**config.mk**
```make
export PLATFORM = sky130hd
export DESIGN_NAME = gear_selector_actuator_controller_unit
export DESIGN_NICKNAME = d
export VERILOG_FILES = /design/src/rtl/gsac_pkg.sv /design/src/rtl/gear_selector_actuator_controller_unit.sv /design/src/rtl/gsac_core.sv
export SDC_FILE = /design/constraint.sdc
export NUM_CORES = 1
export LEC_CHECK = 0
export ABC_AREA = 0
export BUFFER_PORTS_ARGS = -buffer_cell sky130_fd_sc_hd__buf_2
export CAP_MARGIN = 20
export CORE_MARGIN = 2
export CORE_UTILIZATION = 40
export CTS_BUF_LIST = sky130_fd_sc_hd__clkbuf_4
export DETAILED_ROUTE_END_ITERATION = 16
export PLACE_DENSITY = 0.6
export SLEW_MARGIN = 20
export SYNTH_ARGS = -nofsm -noshare
export SYNTH_HDL_FRONTEND = slang
export SYNTH_HIERARCHICAL = 1
export SYNTH_SLANG_ARGS = --single-unit
```
**constraint.sdc**
```tcl
create_clock -name clk_i -period 4.8 [get_ports clk_i]
set_clock_uncertainty 0.15 [all_clocks]
set_input_delay 0.72 -clock clk_i [delete_from_list [all_inputs] [get_ports clk_i]]
set_output_delay 0.72 -clock clk_i [all_outputs]
set_load 0.01 [all_outputs]
```
**src/rtl/gsac_pkg.sv**
```systemverilog
package gsac_pkg;

  localparam int unsigned DutyW  = 12;
  localparam int unsigned TicksW = 16;
  localparam int unsigned PatW   = 4;
  localparam int unsigned GearW  = 3;
  localparam int unsigned CfgIdxW  = 3;
  localparam int unsigned CfgDataW = 16;

  localparam logic [31:0] PwmTop = 32'd3199;

  // gear codes (manual request and undefined sensed gear share one code)
  localparam logic [GearW-1:0] GearPark  = 3'd0;
  localparam logic [GearW-1:0] GearRev   = 3'd1;
  localparam logic [GearW-1:0] GearNeu   = 3'd2;
  localparam logic [GearW-1:0] GearDrv   = 3'd3;
  localparam logic [GearW-1:0] GearMan   = 3'd4;
  localparam logic [GearW-1:0] GearUndef = 3'd4;

  localparam logic [1:0] FuncShifter = 2'd0;
  localparam logic [1:0] FuncPos     = 2'd1;
  localparam logic [1:0] FuncTick    = 2'd2;

  localparam logic [7:0] ParkBtnCode  = 8'hD5;
  localparam logic [7:0] LeverRelease = 8'h0F;
  localparam logic [7:0] LeverDown    = 8'h1F;
  localparam logic [7:0] LeverRev     = 8'h2F;
  localparam logic [7:0] LeverUp      = 8'h3F;
  localparam logic [7:0] LeverDrv     = 8'h4F;
  localparam logic [7:0] LeverLatchA  = 8'h5F;
  localparam logic [7:0] LeverLatchB  = 8'h6F;
  localparam logic [7:0] LeverMan     = 8'h7F;

  localparam logic [1:0] ReportNone   = 2'd0;
  localparam logic [1:0] ReportNotRev = 2'd1;
  localparam logic [1:0] ReportRev    = 2'd2;

  localparam logic [1:0] DirOff = 2'd0;
  localparam logic [1:0] DirA   = 2'd1;
  localparam logic [1:0] DirB   = 2'd2;

  localparam logic [CfgIdxW-1:0] CfgSwitchDuty = 3'd0;
  localparam logic [CfgIdxW-1:0] CfgParkDuty   = 3'd1;
  localparam logic [CfgIdxW-1:0] CfgBrakeDuty  = 3'd2;
  localparam logic [CfgIdxW-1:0] CfgBrakeTicks = 3'd3;
  localparam logic [CfgIdxW-1:0] CfgParkPat    = 3'd4;
  localparam logic [CfgIdxW-1:0] CfgRevPat     = 3'd5;
  localparam logic [CfgIdxW-1:0] CfgNeuPat     = 3'd6;
  localparam logic [CfgIdxW-1:0] CfgDrvPat     = 3'd7;

  typedef struct packed {
    logic [DutyW-1:0]  switch_duty;
    logic [DutyW-1:0]  park_duty;
    logic [DutyW-1:0]  brake_duty;
    logic [TicksW-1:0] brake_ticks;
    logic [PatW-1:0]   park_pat;
    logic [PatW-1:0]   rev_pat;
    logic [PatW-1:0]   neu_pat;
    logic [PatW-1:0]   drv_pat;
  } cfg_t;

  typedef struct packed {
    logic [GearW-1:0]  request;
    logic              latch;
    logic [GearW-1:0]  sensed;
    logic [TicksW-1:0] brake_cnt;
    logic [1:0]        dir;
    logic [DutyW-1:0]  duty_a;
    logic [DutyW-1:0]  duty_b;
    logic [1:0]        report;
  } state_t;

  typedef struct packed {
    logic [1:0] func;
    logic       pedal;
    logic [7:0] lever;
    logic [7:0] pbtn;
    logic [3:0] bits;
  } item_t;

  function automatic logic [DutyW-1:0] clamp_duty(input logic [DutyW-1:0] d);
    logic [31:0] wide;
    wide = {{(32-DutyW){1'b0}}, d};
    if (wide > PwmTop) begin
      wide = PwmTop;
    end
    return wide[DutyW-1:0];
  endfunction

endpackage

```
**src/rtl/gear_selector_actuator_controller_unit.sv**
```systemverilog
// Gear selector actuator controller.
// Input channel (in_valid_i/in_ready_o) carries one event per transfer:
// a shifter message, a gear position sensor event or a timer tick.
// Output channel (out_valid_o/out_ready_i) returns exactly one result per
// event: requested and sensed gear, motor bridge lines and duties, the
// reverse report and the braking flag, all as they stand after the event.
// An accepted event passes two register stages, the input register and
// the result register, before it is presented as a result. Throughput:
// one event per cycle while the receiver takes results; the state update
// between the input register and the result register is combinational.
// When the receiver stalls, the result register holds and the input
// register still takes one more event; in_ready_o then drops until the
// result is taken. Reset: gear request park, sensed gear undefined,
// drive off, duties and brake count zero, configuration registers at
// their defaults. Configuration (cfg_we_i/cfg_idx_i/cfg_data_i) is
// written by the user only while idle; the block does not enforce it.
module gear_selector_actuator_controller_unit (
  input  logic        clk_i,
  input  logic        rst_ni,

  input  logic        cfg_we_i,
  input  logic [2:0]  cfg_idx_i,
  input  logic [15:0] cfg_data_i,

  input  logic        in_valid_i,
  output logic        in_ready_o,
  input  logic [1:0]  func_i,
  input  logic        pedal_pressed_i,
  input  logic [7:0]  lever_code_i,
  input  logic [7:0]  park_button_i,
  input  logic [3:0]  sensor_bits_i,

  output logic        out_valid_o,
  input  logic        out_ready_i,
  output logic [2:0]  requested_gear_o,
  output logic [2:0]  sensed_gear_o,
  output logic        drive_fwd_o,
  output logic        drive_rev_o,
  output logic [11:0] duty_fwd_o,
  output logic [11:0] duty_rev_o,
  output logic [1:0]  reverse_report_o,
  output logic        braking_o
);

  gsac_pkg::cfg_t   cfg_q;
  gsac_pkg::state_t state_q, state_d, state_nxt;
  gsac_pkg::item_t  item_q;
  gsac_pkg::state_t res_q;
  logic             item_vld_q, res_vld_q;
  logic             in_xfer, adv;

  assign adv        = item_vld_q && (!res_vld_q || out_ready_i);
  assign in_ready_o = !item_vld_q || adv;
  assign in_xfer    = in_valid_i && in_ready_o;

  always_ff @(posedge clk_i or negedge rst_ni) begin
    if (!rst_ni) begin
      cfg_q.switch_duty <= 12'd1600;
      cfg_q.park_duty   <= 12'd1600;
      cfg_q.brake_duty  <= 12'd800;
      cfg_q.brake_ticks <= 16'd100;
      cfg_q.park_pat    <= 4'd1;
      cfg_q.rev_pat     <= 4'd2;
      cfg_q.neu_pat     <= 4'd4;
      cfg_q.drv_pat     <= 4'd8;
    end else if (cfg_we_i) begin
      unique case (cfg_idx_i)
        gsac_pkg::CfgSwitchDuty: cfg_q.switch_duty <= cfg_data_i[11:0];
        gsac_pkg::CfgParkDuty:   cfg_q.park_duty   <= cfg_data_i[11:0];
        gsac_pkg::CfgBrakeDuty:  cfg_q.brake_duty  <= cfg_data_i[11:0];
        gsac_pkg::CfgBrakeTicks: cfg_q.brake_ticks <= cfg_data_i;
        gsac_pkg::CfgParkPat:    cfg_q.park_pat    <= cfg_data_i[3:0];
        gsac_pkg::CfgRevPat:     cfg_q.rev_pat     <= cfg_data_i[3:0];
        gsac_pkg::CfgNeuPat:     cfg_q.neu_pat     <= cfg_data_i[3:0];
        gsac_pkg::CfgDrvPat:     cfg_q.drv_pat     <= cfg_data_i[3:0];
        default: ;
      endcase
    end
  end

  always_ff @(posedge clk_i) begin
    if (in_xfer) begin
      item_q.func  <= func_i;
      item_q.pedal <= pedal_pressed_i;
      item_q.lever <= lever_code_i;
      item_q.pbtn  <= park_button_i;
      item_q.bits  <= sensor_bits_i;
    end
    if (adv) begin
      res_q <= state_nxt;
    end
  end

  gsac_core u_core (
    .cur_i  (state_q),
    .cfg_i  (cfg_q),
    .item_i (item_q),
    .nxt_o  (state_nxt)
  );

  assign state_d = adv ? state_nxt : state_q;

  always_ff @(posedge clk_i or negedge rst_ni) begin
    if (!rst_ni) begin
      state_q.request   <= gsac_pkg::GearPark;
      state_q.latch     <= 1'b0;
      state_q.sensed    <= gsac_pkg::GearUndef;
      state_q.brake_cnt <= '0;
      state_q.dir       <= gsac_pkg::DirOff;
      state_q.duty_a    <= '0;
      state_q.duty_b    <= '0;
      state_q.report    <= gsac_pkg::ReportNone;
      item_vld_q        <= 1'b0;
      res_vld_q         <= 1'b0;
    end else begin
      state_q <= state_d;
      if (in_xfer) begin
        item_vld_q <= 1'b1;
      end else if (adv) begin
        item_vld_q <= 1'b0;
      end
      if (adv) begin
        res_vld_q <= 1'b1;
      end else if (out_ready_i) begin
        res_vld_q <= 1'b0;
      end
    end
  end

  assign out_valid_o      = res_vld_q;
  assign requested_gear_o = res_q.request;
  assign sensed_gear_o    = res_q.sensed;
  assign drive_fwd_o      = res_q.dir[0];
  assign drive_rev_o      = res_q.dir[1];
  assign duty_fwd_o       = res_q.duty_a;
  assign duty_rev_o       = res_q.duty_b;
  assign reverse_report_o = res_q.report;
  assign braking_o        = (res_q.brake_cnt != '0);

`ifndef SYNTH
  a_dir_excl: assert property (@(posedge clk_i) disable iff (!rst_ni)
    out_valid_o |-> !(drive_fwd_o && drive_rev_o))
    else $error("both bridge lines enabled");

  a_duty_line: assert property (@(posedge clk_i) disable iff (!rst_ni)
    out_valid_o |-> ((duty_fwd_o == '0 || drive_fwd_o) &&
                     (duty_rev_o == '0 || drive_rev_o)))
    else $error("duty on a disabled channel");

  a_tick_dec: assert property (@(posedge clk_i) disable iff (!rst_ni)
    (adv && item_q.func == gsac_pkg::FuncTick && state_q.brake_cnt != '0) |=>
    (state_q.brake_cnt == $past(state_q.brake_cnt) - 16'd1))
    else $error("brake countdown did not step");
`endif

endmodule

```
**src/rtl/gsac_core.sv**
```systemverilog
module gsac_core (
  input  gsac_pkg::state_t cur_i,
  input  gsac_pkg::cfg_t   cfg_i,
  input  gsac_pkg::item_t  item_i,
  output gsac_pkg::state_t nxt_o
);

  gsac_pkg::state_t        s;
  logic [gsac_pkg::GearW-1:0] sensed;

  always_comb begin
    s = cur_i;

    priority if (item_i.bits == cfg_i.park_pat) begin
      sensed = gsac_pkg::GearPark;
    end else if (item_i.bits == cfg_i.rev_pat) begin
      sensed = gsac_pkg::GearRev;
    end else if (item_i.bits == cfg_i.neu_pat) begin
      sensed = gsac_pkg::GearNeu;
    end else if (item_i.bits == cfg_i.drv_pat) begin
      sensed = gsac_pkg::GearDrv;
    end else begin
      sensed = gsac_pkg::GearUndef;
    end

    unique case (item_i.func)
      gsac_pkg::FuncShifter: begin
        if (item_i.pedal) begin
          if (item_i.pbtn == gsac_pkg::ParkBtnCode) begin
            s.request = gsac_pkg::GearPark;
          end
          unique case (item_i.lever)
            gsac_pkg::LeverRelease: s.latch = 1'b0;
            gsac_pkg::LeverDown: begin
              if (!s.latch) begin
                // manual request is kept
                if (s.request == gsac_pkg::GearPark) begin
                  s.request = gsac_pkg::GearNeu;
                end else if (s.request == gsac_pkg::GearRev) begin
                  s.request = gsac_pkg::GearPark;
                end else if (s.request == gsac_pkg::GearNeu) begin
                  s.request = gsac_pkg::GearRev;
                end else if (s.request == gsac_pkg::GearDrv) begin
                  s.request = gsac_pkg::GearNeu;
                end
                s.latch = 1'b1;
              end
            end
            gsac_pkg::LeverRev: s.request = gsac_pkg::GearRev;
            gsac_pkg::LeverUp: begin
              if (!s.latch) begin
                // drive and manual requests are kept
                if (s.request == gsac_pkg::GearPark ||
                    s.request == gsac_pkg::GearRev) begin
                  s.request = gsac_pkg::GearNeu;
                end else if (s.request == gsac_pkg::GearNeu) begin
                  s.request = gsac_pkg::GearDrv;
                end
                s.latch = 1'b1;
              end
            end
            gsac_pkg::LeverDrv: s.request = gsac_pkg::GearDrv;
            gsac_pkg::LeverMan: begin
              s.request = gsac_pkg::GearMan;
              s.latch   = 1'b0;
            end
            gsac_pkg::LeverLatchA, gsac_pkg::LeverLatchB: s.latch = 1'b1;
            default: ;
          endcase
        end
      end
      gsac_pkg::FuncPos: begin
        s.sensed = sensed;
        s.report = (sensed == gsac_pkg::GearRev) ? gsac_pkg::ReportRev
                                                 : gsac_pkg::ReportNotRev;
        if (sensed != gsac_pkg::GearUndef && cur_i.request <= gsac_pkg::GearDrv) begin
          if (sensed == cur_i.request) begin
            // counter-brake on arrival
            s.brake_cnt = cfg_i.brake_ticks;
            if (cur_i.dir == gsac_pkg::DirA) begin
              s.dir    = gsac_pkg::DirB;
              s.duty_a = '0;
              s.duty_b = gsac_pkg::clamp_duty(cfg_i.brake_duty);
            end else if (cur_i.dir == gsac_pkg::DirB) begin
              s.dir    = gsac_pkg::DirA;
              s.duty_a = gsac_pkg::clamp_duty(cfg_i.brake_duty);
              s.duty_b = '0;
            end
          end else if (cur_i.request == gsac_pkg::GearPark) begin
            s.dir    = gsac_pkg::DirB;
            s.duty_a = '0;
            s.duty_b = gsac_pkg::clamp_duty(cfg_i.park_duty);
          end else if (cur_i.request > sensed) begin
            s.dir    = gsac_pkg::DirA;
            s.duty_a = gsac_pkg::clamp_duty(cfg_i.switch_duty);
            s.duty_b = '0;
          end else begin
            s.dir    = gsac_pkg::DirB;
            s.duty_a = '0;
            s.duty_b = gsac_pkg::clamp_duty(cfg_i.switch_duty);
          end
        end
      end
      gsac_pkg::FuncTick: begin
        if (cur_i.brake_cnt != '0) begin
          s.brake_cnt = cur_i.brake_cnt - 1'b1;
        end else begin
          s.dir    = gsac_pkg::DirOff;
          s.duty_a = '0;
          s.duty_b = '0;
        end
      end
      default: ;
    endcase

    nxt_o = s;
  end

endmodule

```
# Word level (Yosys, flattened, before mapping)
# Cells that the tools add are included.
# word_totals
regBits	194
in_bits	47
word_cells	133
# classes
add_sub_neg	1
order_cmp	5
eq_ne	30
n_mux	39
n_reduce_logical	28
# op_table
operator	count
$mux 26	6
$pmux 42 s2	1
$mux 3	14
$mux 42	1
$gt 12x12->1 const B	3
$mux 12	3
$eq 8x7->1 const B	4
$mux 16	2
$reduce_bool 16->1	2
$eq 4x4->1	4
$eq 8x6->1 const B	2
$mux 4	4
$reduce_and 2->1	8
$sub 16x1->16 const B	1
$pmux 3 s5	1
$eq 3x2->1 const B	4
$eq 3x3->1 const B	4
$eq 3x1->1 const B	3
$logic_not 3->1	3
$eq 8x4->1 const B	1
$eq 8x5->1 const B	1
$eq 8x8->1 const B	1
$eq 2x1->1 const B	2
$eq 2x2->1 const B	2
15 further kinds	26

# Logic depth before layout (Yosys ltp)
# Gate-level depths: netlist of the first run.
# logic_depth
depth_word	13
mapped_depth	15
ltp_nobuf	12

# Cells and area by module
# Netlist of the first run, hierarchy kept.
# by_module_without_submodules
mod	instances	cells_each	area_each_um2	seq_area_each_um2
gear_selector_actuator_controller_unit	1	378	7098.1	5241.3
gsac_core	1	406	2635.0	0.0

# Worst setup path after synthesis of the first run
# Ideal clock, no wire load.
# synth_path
path_type	register -> register
startpoint	reg item_q[2] in the netlist's numbering
endpoint	reg state_q[3] in the netlist's numbering
setup_ps	125
t_arrival_ps	3072
required_ps	4525
slack_ps	1453
path_stages_with_launch	16
n_path_buf	4
synth_period_minus_slack_ps	3347
cell_sequence	edfxtp_1 clkbuf_2 xnor2_1 nand4_1 nand4_1 clkbuf_1 ha_1 and3_1 clkbuf_1 a21oi_1 clkbuf_1 o21ai_0 o311ai_0 a21oi_1 o22a_1 mux2_2
# synth_rtl
item	line_no	text
start, declared	gear_selector_actuator_controller_unit.sv:47	gsac_pkg::item_t item_q;
end signal, assigned	gear_selector_actuator_controller_unit.sv:116	state_q <= state_d;
end, declared	gear_selector_actuator_controller_unit.sv:46	gsac_pkg::state_t state_q, state_d, state_nxt;

==> results of run 1 <==
-- where the power goes --
| part | total [W] | switching (W) | leakage [nW] | internal (W) |
|---|---|---|---|---|
| combinational | 0.00153 | 0.000905 | 1.89 | 0.000628 |
| sequential | 0.00232 | 0.000255 | 2.23 | 0.00206 |
| clock | 0.000920 | 0.000667 | 0.165 | 0.000252 |
-- state kept, by name, indices dropped and copies added (netlist names) --
name / count
out_valid_o: 1
duty_rev_o: 12
state_q: 51
duty_fwd_o: 12
drive_fwd_o: 1
item_vld_q: 1
reverse_report_o: 2
res_q: 16
item_q: 23
sensed_gear_o: 3
drive_rev_o: 1
cfg_q: 68
requested_gear_o: 3
-- worst register-to-register path, cell delays in order, from the launching register on --
cell and delay, ns:
edfxtp_1 0.54, xnor2_1 0.25, and4_1 0.37, o211ai_1 0.22, ha_1 0.36, and3_1 0.38, a21oi_1 0.08, buf_4 0.19
a211oi_1 0.31, a22oi_1 0.20, o32ai_1 0.26, o22a_1 0.21, mux2_2 0.15
-- per-stage QoR --
step           setup WS (ns)  instance area, µm²  power, W
2_1_floorplan           1.45                9730   0.00342
3_3_place_gp            1.23               10200   0.00385
3_5_place_dp            1.19               10200   0.00386
4_1_cts                 1.12               10500   0.00477
5_1_grt                0.778               10600   0.00504
6_report                1.06               10600   0.00477
-- per-layer routing --
| metal | up-vias | global-route usage | part of all wire |
|---|---|---|---|
| met3 | 25 | 0.0345 | 0.047 |
| met4 | 0 | 0.0467 | 0.015 |
| li1 | 3059 | - | - |
| met1 | 3324 | 0.278 | 0.49 |
| met2 | 199 | 0.270 | 0.45 |
| met5 | - | 0 | 0 |
-- logic make-up (layout without fill, tap and decap cells) --
group                      Yosys count  count (layout)  share of synthesized area
buffers and inverters               80             141                     0.0485
AOI/OAI and AO/OA                  187             187                      0.139
muxes                              128             128                      0.148
adders and majority gates            7               7                    0.00900
other                                0               1                          0
xor gates and xnor gates            17              17                     0.0153
and+or+nand+nor                    171             171                      0.102
DFF                                194             194                      0.539
-- area by class of cell --
class                   instances  share of cell area
multi-input cells             510               0.381
well taps                     324              0.0384
diodes                          1            0.000237
clock inverters                15              0.0172
repair buffers                 97              0.0501
flip-flops and latches        194               0.497
inverters                      12             0.00427
clock buffers                  17              0.0121
-- placed cells by master (no fill, tap or decap), types with 4 or more instances in the layout --
cell       instances
a21oi_1           28
a22o_1             7
a22oi_1            9
a31oi_1            6
a32oi_1            8
and2_1             7
buf_2             82
buf_4             13
clkbuf_4          17
clkinv_8           4
dfrtp_1          104
dfstp_2           17
edfxtp_1          73
ha_1               7
inv_1             11
inv_8              5
mux2_2           125
nand2_1           42
nand2b_1          11
nand3_1            8
nand3b_1           6
nand4_1            8
nand4b_1           4
nor2_1            42
nor3_1             5
nor4_1             8
o211ai_1           4
o21ai_0           43
o22a_1            11
o22ai_1            7
o2bb2ai_1         10
o311ai_0          10
o31ai_1           10
xnor2_1           17
-- worst max-delay path by stage --
stage | to | slack, ns | cells after the start
3_5_place_dp | state_q[10] | 1.19 | 12
5_1_grt | state_q[10] | 0.78 | 12
6_report | state_q[11] | 1.06 | 12
2_1_floorplan | state_q[3] | 1.45 | 15
4_1_cts | state_q[10] | 1.12 | 12
3_3_place_gp | state_q[10] | 1.23 | 13
-- synthesized netlist by cell type (all sizes together), types with 6 or more instances --
| master | n | share of area |
|---|---|---|
| o21ai | 47 | 0.025 |
| nor2 | 43 | 0.017 |
| a31oi | 6 | 0.0039 |
| ha | 7 | 0.0090 |
| a22o | 7 | 0.0063 |
| nand4 | 8 | 0.0051 |
| o311ai | 12 | 0.011 |
| inv | 12 | 0.0046 |
| nand3 | 8 | 0.0041 |
| nor4 | 10 | 0.0086 |
| a21oi | 28 | 0.014 |
| mux2 | 125 | 0.14 |
| nor3 | 7 | 0.0053 |
| nand2b | 12 | 0.0085 |
| a32oi | 8 | 0.0072 |
| o22ai | 7 | 0.0045 |
| dfrtp | 104 | 0.27 |
| edfxtp | 73 | 0.23 |
| a22oi | 9 | 0.0069 |
| and2 | 9 | 0.0058 |
| o31ai | 11 | 0.0099 |
| buf | 48 | 0.036 |
| o22a | 11 | 0.0099 |
| dfstp | 17 | 0.046 |
| o2bb2ai | 10 | 0.0090 |
| nand3b | 6 | 0.0046 |
| clkbuf | 20 | 0.0082 |
| nand2 | 44 | 0.017 |
| xnor2 | 17 | 0.015 |
-- repair_timing --
action	CTS	global route
buffers inserted	0	0
hold buffers	0	1
resized for setup	0	0
endpoints found under the hold margin	0	10
==> results.yml, run 1 <==
outcome:
  status: "complete, no violations"
clock_network:
  htree_num_levels: 4
  clkLatencyLatePin_ns: 0.61
  clk_pin_slew_ns: 0.20
  cts_sinks: 194
  cts_root_buf: "clkbuf_4"
  cts_tree: "built"
  numCtsBuffers: 17
  clockBufferDepth: 2
final_layout:
  final_util: 0.438
  regArea_mm2: 0.00524
  multi_input_area_mm2: 0.00402
  syn2layout_area_growth_pct: 8.46
  final_layout_size_suffix_gt1_frac: 0.346
  fillers: 2331
  fin_cells: 1170
  final_nets: 886
synthesis:
  synth-seq-cells: 194
  ys.warnings.count: 6
  yosysUniqueCellTypes: 78
  yosysSeqAreaShare: 0.539
  async_reset_ff_frac: 0.624
  synth_top_flop_cell: "dfrtp_1"
  synth_area_mm2: 0.00973
  synth.net_count: 838
  synth_cells: 784
  avgSynthCellArea_um2: 12.4
  synth_edf_count: 73
die:
  num_io_pins: 84
  num_rows: 57
  start_util: 0.404
  die_x_um: 160
  die-area_mm2: 0.0256
  die_h_um: 160
  coreArea_mm2: 0.0241
global_routing:
  grt_usage: 0.183
  grt_pass1_wl_um: 36200
  grt-ovfl-total: 0
  grt_start_max_net_pins: 75
  antenna_found_initial: 1
  grt_pass1_vias: 6196
place:
  placed_cells: 1136
  io_buffers: 83
  gp_congestion: 0.894
  dp_hpwl_um: 16300
timing:
  fmax_ghz: 0.268
  drv_slew: 0
  finalCritPeriodShare: 0.778
  rsz0062_at_grt: "false"
  setup_violations: 0
  tightest_slew_ns: 0.843
  setup_tns_ns: 0
  slew_headroom: 0.438
  whs_ns: 0.118
  finalHoldViolations: 0
  fin_crit_ns: 3.74
hold_path:
  hp-class: "input pin to flip-flop"
  hold_end: "item_q[4]"
  hold_start: "park_button_i[0]"
  holdPathStages: 1
critical_path:
  reg2reg_slack_ns: 1.06
  path_max_fanout: 11
  end_kind: "flip-flop"
  crit_buf_inv: 1
  slowest_stage: "edfxtp_1"
  cp-startpoint: "item_q[1]"
  critPathMaxStageDelay_ns: 0.54
  crit_family: "compound AO/OA/AOI/OAI gates"
  worstPathArrival_ns: 4.12
  critical_path_required_ns: 5.18
  reg2regPathDepth: 12
  reg2reg_from: "item_q[1]"
  reg2reg_to: "state_q[11]"
  worstSetupPathType: "flip-flop to flip-flop"
  crit_chain: "xnor2_1 -> and4_1 -> o211ai_1 -> ha_1 -> and3_1 -> a21oi_1 -> buf_4 -> a211oi_1 -> a22oi_1 -> o32ai_1 -> o22a_1 -> mux2_2"
  critPathLaunchType: "flip-flop"
power:
  powerDensity_mw_per_mm2: 452
  vdd_ir_drop_max_mv: 0.210
  leakagePower_nw: 4.28
detailed_routing:
  drc: 0
  dr.pass1.iters: 6
  antenna_left: 0
  vias: 6607
  detail_route.wirelength_um: 23200
  initialDrtViolationCount: 509
  vias_per_cell: 5.65
  post_drt_wl_per_cell_um: 19.8
flow_run:
  drv_cap: 0
No activity file was read; power rests on OpenSTA's default activity.
==> run 2: changes to the inputs <==
- PLACE_DENSITY: 0.6 -> 0.62
- clock period: 4.8 -> 3.18 ns (I/O delays scaled with it)
==> run 2 against run 1 <==
The flow now finishes with violations (setup timing). Register-to-register slack got worse by 1.1 ns. Cell count increased by 6.7%. Worst hold slack got worse by 0.075 ns. Final area increased by 9.2%. Power increased by 64%. Worst setup slack got worse by 1.1 ns. First-iteration DRC count increased by 32%. Non-clock buffer count increased by 77. Maximum frequency increased by 16%. Die area unchanged.
==> results.yml, run 2 (synthesis gave the netlist of run 1 again) <==
outcome:
  status: "finished with violations"
  failed_checks: "setup timing"
power:
  clkPwrFrac: 0.179
  p_switching_w: 0.00286
  leakagePower_nw: 4.76
  switching_share: 0.366
  powerDensity_mw_per_mm2: 678
  power_frac_seq: 0.451
  vdd_ir_drop_max_mv: 0.312
  p_int_w: 0.00495
  comb_power_share: 0.370
clock_network:
  clockBufferDepth: 2
  htree_num_levels: 4
  cts_root_buf: "clkbuf_4"
  clkLatencyLatePin_ns: 0.61
  cts_tree: "built"
  cts_sinks: 194
  numCtsBuffers: 17
  clk_pin_slew_ns: 0.16
timing:
  setup_ws_ns: -0.0382
  tightest_slew_ns: 0.829
  rsz0062_at_grt: "true"
  fin_crit_ns: 3.22
  whs_ns: 0.0424
  finalHoldViolations: 0
  slew_headroom: 0.448
  finalCritPeriodShare: 1.01
  setup_violations: 3
  drv_slew: 0
  fmax_ghz: 0.311
global_routing:
  antenna_found_initial: 1
  grt_pass1_wl_um: 38700
  grt_usage: 0.194
  grt_pass1_vias: 6661
  grt-ovfl-total: 0
  grt_start_max_net_pins: 62
critical_path:
  path_max_fanout: 5
  crit_family: "compound AO/OA/AOI/OAI gates"
  worstSetupPathType: "flip-flop to flip-flop"
  crit_buf_inv: 1
  worstPathArrival_ns: 3.56
  critical_path_required_ns: 3.53
  slowest_stage: "edfxtp_1"
  crit_chain: "xnor2_2 -> and4_1 -> o211ai_1 -> ha_1 -> and3_4 -> a21oi_4 -> buf_6 -> a211oi_4 -> a22oi_2 -> o22ai_1 -> o22a_1 -> mux2_2"
  end_kind: "flip-flop"
  critPathLaunchType: "flip-flop"
  critPathMaxStageDelay_ns: 0.57
  reg2reg_slack_ns: -0.04
final_layout:
  syn2layout_area_growth_pct: 18.4
  largest_register_ffs: 68
  reg.largest.list: "cfg_q x68, state_q x51, item_q x23"
  final_common_cell: "mux2_2"
  final_layout_size_suffix_gt1_frac: 0.410
  top_register: "cfg_q"
  fillers: 2240
  final_nets: 964
  fin_cells: 1248
  layout_common_cells: "mux2_2 (124), dfrtp_1 (104), buf_2 (83), edfxtp_1 (73), buf_4 (53)"
detailed_routing:
  post_drt_wl_per_cell_um: 19.7
  detail_route.wirelength_um: 24500
  vias_per_cell: 5.62
  drc: 0
  dr.pass1.iters: 5
  initialDrtViolationCount: 671
  antenna_left: 0
  vias: 7014
place:
  placed_cells: 1166
  io_buffers: 83
  gp_congestion: 0.937
  dp_hpwl_um: 17000
  dp_slack_ns: -0.113
die:
  die_h_um: 160
  die_x_um: 160
  coreArea_mm2: 0.0241
  start_util: 0.404
  num_io_pins: 84
  num_rows: 57
  die-area_mm2: 0.0256
hold_path:
  hp-class: "input pin to flip-flop"
flow_run:
  drv_cap: 0
## run 2: cell types whose count changed in the layout (fill, tap and decap cells not counted), sizes merged
cell | before | now
clkinv | 7 | 6
nand2 | 44 | 45
bufinv | 0 | 2
dlygate4sd3 | 1 | 31
inv | 20 | 19
buf | 96 | 143
## run 2: worst register-to-register path, cell delays in order (launching register included)
cell and delay (ns):
edfxtp_1 0.57, xnor2_2 0.19, and4_1 0.22, o211ai_1 0.23
ha_1 0.32, and3_4 0.21, a21oi_4 0.17, buf_6 0.16
a211oi_4 0.06, a22oi_2 0.25, o22ai_1 0.09, o22a_1 0.24
mux2_2 0.26
## run 2: worst paths after layout
| kind | startpoint | to | cells past startpoint |
|---|---|---|---|
| setup / recovery | item_q[2] | state_q[10] | 12 |
| min in group asynchronous | rst_ni | state_q[47] | 2 |
| hold reg to reg | state_q[25] | state_q[25] | 1 |
| max in group asynchronous | rst_ni | cfg_q[62] | 3 |
| hold / removal | out_ready_i | out_valid_o | 3 |
| setup reg to reg | item_q[2] | state_q[10] | 12 |
## run 2: repair_timing
| action | in CTS | in global routing |
|---|---|---|
| setup buffers | 3 | 13 |
| hold buffers | 31 | 0 |
| gates resized for setup | 35 | 32 |
| endpoints found under the setup margin | 37 | 78 |
| cloned | 2 | 0 |
| pin swaps | 14 | 22 |
| hold endpoints to repair | 79 | 0 |
## run 2: metal layers
layer,vias up,global-route usage,routed length [µm]
li1,3220,-,-
met2,256,0.302,11300
met4,0,0.0500,485
met5,-,0,0
met3,44,0.0335,1280
met1,3494,0.281,11500
## run 2: power by group through the flow
stage               Sequential [W]  Combinational (W)  Clock [W]
floorplan                  0.00339            0.00178          0
global placement           0.00354            0.00245          0
detailed placement         0.00355            0.00248          0
CTS                        0.00351            0.00266    0.00143
global route               0.00359            0.00314    0.00154
finish                     0.00353            0.00289    0.00140
## run 2: through the flow
stage | power (W) | util | area (µm²) | setup TNS, ns
floorplan | 0.00516 | - | 9740 | 0
global placement | 0.00599 | 0.435 | 10500 | -0.218
detailed placement | 0.00603 | 0.435 | 10500 | -0.984
CTS | 0.00760 | 0.468 | 11300 | -0.205
global route | 0.00827 | 0.478 | 11500 | -4.28
finish | 0.00781 | 0.478 | 11500 | -0.0848
## run 2: final cells by class
cell class / instances / area (µm²) / area share
clock inverters: 15 / 169 / 0.0147
repair buffers: 174 / 1230 / 0.107
diodes: 1 / 2.50 / 0.000217
flip-flops and latches: 194 / 5240 / 0.455
inverters: 12 / 45.0 / 0.00391
clock buffers: 17 / 128 / 0.0111
multi-input cells: 511 / 4300 / 0.373
well taps: 324 / 405 / 0.0352
